`src/hw/rtl/segment_intersection_defines.svh`:
```
// Assertion macros for the segment intersection block.
// Needs clk and arst_n in the scope of each use.
`ifndef SEGMENT_INTERSECTION_DEFINES_SVH
`define SEGMENT_INTERSECTION_DEFINES_SVH

// cause in this cycle implies effect in the same cycle
`define SGI_ASSERT_IMPL(lbl, cause, effect, msg) \
	lbl: assert property (@(posedge clk) disable iff (!arst_n) (cause) |-> (effect)) \
		else $error(msg);

// two expressions agree at every edge
`define SGI_ASSERT_SAME(lbl, a, b, msg) \
	lbl: assert property (@(posedge clk) disable iff (!arst_n) 1'b1 |-> ((a) == (b))) \
		else $error(msg);

`endif

```
`src/hw/rtl/segint_mul.sv`:
```
// Pipelined signed fixed-point multiplier: (a * b) / 2^F, truncated, saturated.
// Split into two partial products; no package dependencies.
`timescale 1ns / 1ps
`default_nettype none
module segint_mul #(
	parameter int AW  = 48,
	parameter int BW  = 32,
	parameter int F   = 16,
	parameter int OW  = 48,
	parameter int SBW = 1
) (
	input  logic                 clk,
	input  logic                 arst_n,
	input  logic                 adv,
	input  logic                 feed_valid,
	input  logic signed [AW-1:0] a,
	input  logic signed [BW-1:0] b,
	input  logic [SBW-1:0]       feed_side,
	output logic                 done_valid,
	output logic signed [OW-1:0] prod,
	output logic [SBW-1:0]       done_side
);

	localparam int HL  = AW / 2;
	localparam int HH  = AW - HL;
	localparam int PW  = AW + BW;
	localparam int QMW = PW - F;

	logic            v_s0, v_s1, v_s2;
	logic [AW-1:0]   am_s0;
	logic [BW-1:0]   bm_s0;
	logic            neg_s0, neg_s1, neg_s2;
	logic [SBW-1:0]  side_s0, side_s1, side_s2;
	logic [HL+BW-1:0] pl_s1;
	logic [HH+BW-1:0] ph_s1;
	logic [PW-1:0]   p_s2;

	logic [QMW-1:0]  q;
	logic            ovf;
	logic signed [OW-1:0] qs;

	always_ff @(posedge clk or negedge arst_n) begin
		if (!arst_n) begin
			v_s0       <= 1'b0;
			v_s1       <= 1'b0;
			v_s2       <= 1'b0;
			done_valid <= 1'b0;
		end else if (adv) begin
			v_s0       <= feed_valid;
			v_s1       <= v_s0;
			v_s2       <= v_s1;
			done_valid <= v_s2;
		end
	end

	assign q   = p_s2[PW-1:F];
	assign ovf = |q[QMW-1:OW-1];
	assign qs  = $signed({1'b0, q[OW-2:0]});

	always_ff @(posedge clk) begin
		if (adv) begin
			am_s0   <= a[AW-1] ? AW'(-a) : AW'(a);
			bm_s0   <= b[BW-1] ? BW'(-b) : BW'(b);
			neg_s0  <= a[AW-1] ^ b[BW-1];
			side_s0 <= feed_side;

			pl_s1   <= (HL+BW)'(am_s0[HL-1:0]) * (HL+BW)'(bm_s0);
			ph_s1   <= (HH+BW)'(am_s0[AW-1:HL]) * (HH+BW)'(bm_s0);
			neg_s1  <= neg_s0;
			side_s1 <= side_s0;

			p_s2    <= (PW'(ph_s1) << HL) + PW'(pl_s1);
			neg_s2  <= neg_s1;
			side_s2 <= side_s1;

			done_side <= side_s2;
			if (ovf) begin
				prod <= neg_s2 ? $signed({1'b1, {(OW-1){1'b0}}})
				               : $signed({1'b0, {(OW-1){1'b1}}});
			end else begin
				prod <= neg_s2 ? -qs : qs;
			end
		end
	end

endmodule
`default_nettype wire

```
`config.mk`:
```
export PLATFORM = sky130hd
export DESIGN_NAME = segint_mul
export DESIGN_NICKNAME = d
export VERILOG_FILES = /design/src/hw/rtl/segment_intersection_defines.svh /design/src/hw/rtl/segint_mul.sv
export SDC_FILE = /design/constraint.sdc
export NUM_CORES = 2
export LEC_CHECK = 0
export ABC_CLOCK_PERIOD_IN_PS = 9600
export BUFFER_PORTS_ARGS = -buffer_cell sky130_fd_sc_hd__buf_2
export CELL_PAD_IN_SITES_DETAIL_PLACEMENT = 0
export CELL_PAD_IN_SITES_GLOBAL_PLACEMENT = 1
export CORE_MARGIN = 4
export CORE_UTILIZATION = 46
export CTS_BUF_LIST = sky130_fd_sc_hd__clkbuf_4
export DETAILED_ROUTE_END_ITERATION = 8
export PLACE_DENSITY_LB_ADDON = 0.05
export SYNTH_ARGS = -nofsm -noshare
export SYNTH_HDL_FRONTEND = slang
export SYNTH_SLANG_ARGS = --single-unit
```
`constraint.sdc`:
```
create_clock -name clk -period 9.6 [get_ports clk]
set_input_delay 1.44 -clock clk [delete_from_list [all_inputs] [get_ports clk]]
set_output_delay 1.44 -clock clk [all_outputs]
set_load 0.05 [all_outputs]
```
==> results.json <==
{
  "startpoint": "bm_s0[8]$_DFFE_PP_",
  "final.min_clock_period_ns": 8.47,
  "start_util_pct": 46.4,
  "r2r_setup_slack_ns": 1.13,
  "hp-class": "primary input to async pin",
  "yosysWarnings": 0,
  "grt_pass1_vias": 48732,
  "skew_ns": 0.0958,
  "maxCapViolations": 0,
  "numClockSinks": 299,
  "ys_seq_area_share_pct": 14.2,
  "ys_ff_latch": 299,
  "critPathRequiredTime_ns": 10.24,
  "critical_path_peak_fanout": 26,
  "cp_slowest_stage_delay_ns": 0.98,
  "route.detailed.drc": 0,
  "cts_buffer_depth": 3,
  "wl_per_cell_um": 21.6,
  "ctsResizeCount": 0,
  "io_buffers": 134,
  "mostFrequentLayoutCell": "inv_1",
  "drt_iter0_drc": 2778,
  "r2r_end": "pl_s1[40]$_DFFE_PP_",
  "vias": 44548,
  "die_w_um": 378,
  "cts_tree": "yes",
  "clock_latency_ns": 0.96,
  "finalInstanceArea_um2": 66800,
  "setup_viol": 0,
  "cts_root_buffer": "clkbuf_4",
  "core_area_um2": 136000,
  "r2r_cells": 23,
  "rsz0062_at_grt": "false",
  "gp_congestion": 0.883,
  "avgSynthCellArea_um2": 9.45,
  "crit_arrival_ns": 9.11,
  "io_pins": 135,
  "grt_usage_pct": 26.9,
  "wirelength_um": 184000,
  "path_buf_inv": 4,
  "fp-row-count": 135,
  "grt.overflow.total": 0,
  "endpoint_kind": "register",
  "setup_tns_ns": 0,
  "worst-path-stages": 23,
  "slew_headroom_pct": 15.4,
  "cts_buffers": 90,
  "fp.dieH_um": 378,
  "grt_max_degree": 167,
  "h-tree-depth": 3,
  "dp_hpwl_um": 149000,
  "syn_nets": 8456,
  "critPathLaunchType": "register",
  "drtPass1Iterations": 5,
  "hold_buffers": 0,
  "crit_top_cell": "fa_1",
  "drive_above_1_share_pct": 6.50,
  "synth_edf_count": 295,
  "status": "completed",
  "crit_chain": "buf_4 > nand2_1 > fa_1 > inv_1 > fa_1 > inv_1 > fa_1 > fa_1 > inv_1 > fa_1 > fa_1 > fa_1 > ha_1 > a21oi_1 > o21a_1 > o311ai_0 > a311oi_1 > o21ai_0 > a21oi_1 > o21ai_0 > a311oi_1 > o31ai_1 > xor2_1",
  "path_class": "register to register",
  "worstMarginPinSlew_ns": 1.27,
  "grt_pass1_wl_um": 290000,
  "cp-endpoint": "pl_s1[40]$_DFFE_PP_",
  "slowest_stage": "edfxtp_1",
  "areaGrowthSynthToFinish_pct": 6.11,
  "hold_viol_final": 0,
  "syn_inst": 6660,
  "drv_slew": 0,
  "rr_startpoint": "bm_s0[8]$_DFFE_PP_",
  "fill_cells": 13053,
  "placed_area_um2": 65600,
  "fin_nets": 8464,
  "cts_setup_buffers": 0,
  "mostFrequentLayoutCells": "1,453 x inv_1, 1,316 x fa_1, 878 x nand2_1",
  "design.die.area_um2": 143000,
  "ys.flop_type": "edfxtp_1",
  "clk_pin_slew_ns": 0.06,
  "antenna_found_initial": 11,
  "ys_async_sr_fraction_pct": 1.34,
  "period_share_pct": 88.2,
  "path_delay_family": "adder cells",
  "syn_area_um2": 62900,
  "vias_per_cell": 5.23,
  "timing.fmax_mhz": 118,
  "synth_cell_types": 72,
  "final_antenna_net_count": 0
}
==> worst min-delay path by stage <==
stage	slack, ns	to
CTS	0.18	done_valid$_DFFE_PN0P_
floorplan	0.40	done_side$_DFFE_PP_
global placement	0.40	neg_s2$_DFFE_PP_
global route	0.23	done_valid$_DFFE_PN0P_
detailed placement	0.40	side_s2$_DFFE_PP_
finish	0.32	done_valid$_DFFE_PN0P_
==> routing by layer <==
metal | routed length, um | up-vias | track usage (%)
li1 | - | 20105 | -
met5 | 7 | - | 0
met1 | 83600 | 22914 | 38.0
met2 | 81700 | 1294 | 42.0
met3 | 14000 | 233 | 6.52
met4 | 4790 | 2 | 6.51
==> flip-flops by register name, summed over array words and instances, names as in the netlist <==
register	count
p_s2	64
ph_s1	56
am_s0	48
prod	48
pl_s1	40
bm_s0	32
done_side	1
done_valid	1
neg_s0	1
neg_s1	1
neg_s2	1
side_s0	1
side_s1	1
side_s2	1
v_s0	1
v_s1	1
v_s2	1
==> logic make-up (layout without fill, tap and decap cells) <==
family	count (synthesis)	count (layout)	share of synthesized area, %
compound gates	544	544	5.52
xor+xnor	217	217	3.02
fa+ha+maj	1711	1711	49.7
buf+inv	1806	1885	10.8
flops	299	299	14.2
mux	10	10	0.167
other cells	0	5	0
simple gates	2073	2073	16.6
==> stage by stage <==
stage	instances	worst slack (ns)	utilization [%]	hold WS [ns]
6_report	8525	1.13	49.2	0.319
5_1_grt	8523	0.554	49.2	0.234
4_1_cts	8520	1.07	49.2	0.181
3_5_place_dp	8357	1.13	48.4	0.405
3_3_place_gp	8357	1.24	48.4	0.405
2_1_floorplan	6660	2.31	-	0.400
==> cell type report <==
type | count | area, um2 | area share, %
Multi-Input combinational cell | 4555 | 47200 | 70.7
Sequential cell | 299 | 8960 | 13.4
Inverter | 1453 | 5450 | 8.17
Tap cell | 1781 | 2230 | 3.34
Timing Repair Buffer | 269 | 1760 | 2.63
Clock buffer | 121 | 908 | 1.36
Clock inverter | 42 | 255 | 0.382
Antenna cell | 5 | 12.5 | 0.0187
==> synthesized netlist by cell type (all sizes together), types with 5 or more instances <==
cell / number / area share (%)
xor2: 54 / 0.75
nor3: 53 / 0.42
and2: 806 / 8.0
a21oi: 171 / 1.4
nand3b: 5 / 0.060
xnor2: 163 / 2.3
inv: 1453 / 8.7
nand2: 878 / 5.2
a311oi: 5 / 0.070
o21ai: 102 / 0.81
a221o: 5 / 0.080
mux2i: 6 / 0.095
a211oi: 7 / 0.084
clkbuf: 350 / 2.1
a21o: 76 / 0.91
o41ai: 11 / 0.18
ha: 395 / 7.9
o22a: 11 / 0.15
nand3: 31 / 0.25
a41oi: 7 / 0.097
edfxtp: 295 / 14
fa: 1316 / 42
o21bai: 15 / 0.18
nand4: 16 / 0.16
nand2b: 14 / 0.16
o31ai: 33 / 0.41
o21a: 15 / 0.18
a31oi: 31 / 0.31
or4: 18 / 0.23
nor2: 142 / 0.85
a31o: 5 / 0.070
or3: 27 / 0.29
nor4: 20 / 0.22
o22ai: 18 / 0.18
nor2b: 21 / 0.21
and3: 25 / 0.25
Power is left out: the tool's default activity adds up to more than one toggle a clock period on the data nets, which glitch-free logic cannot reach.
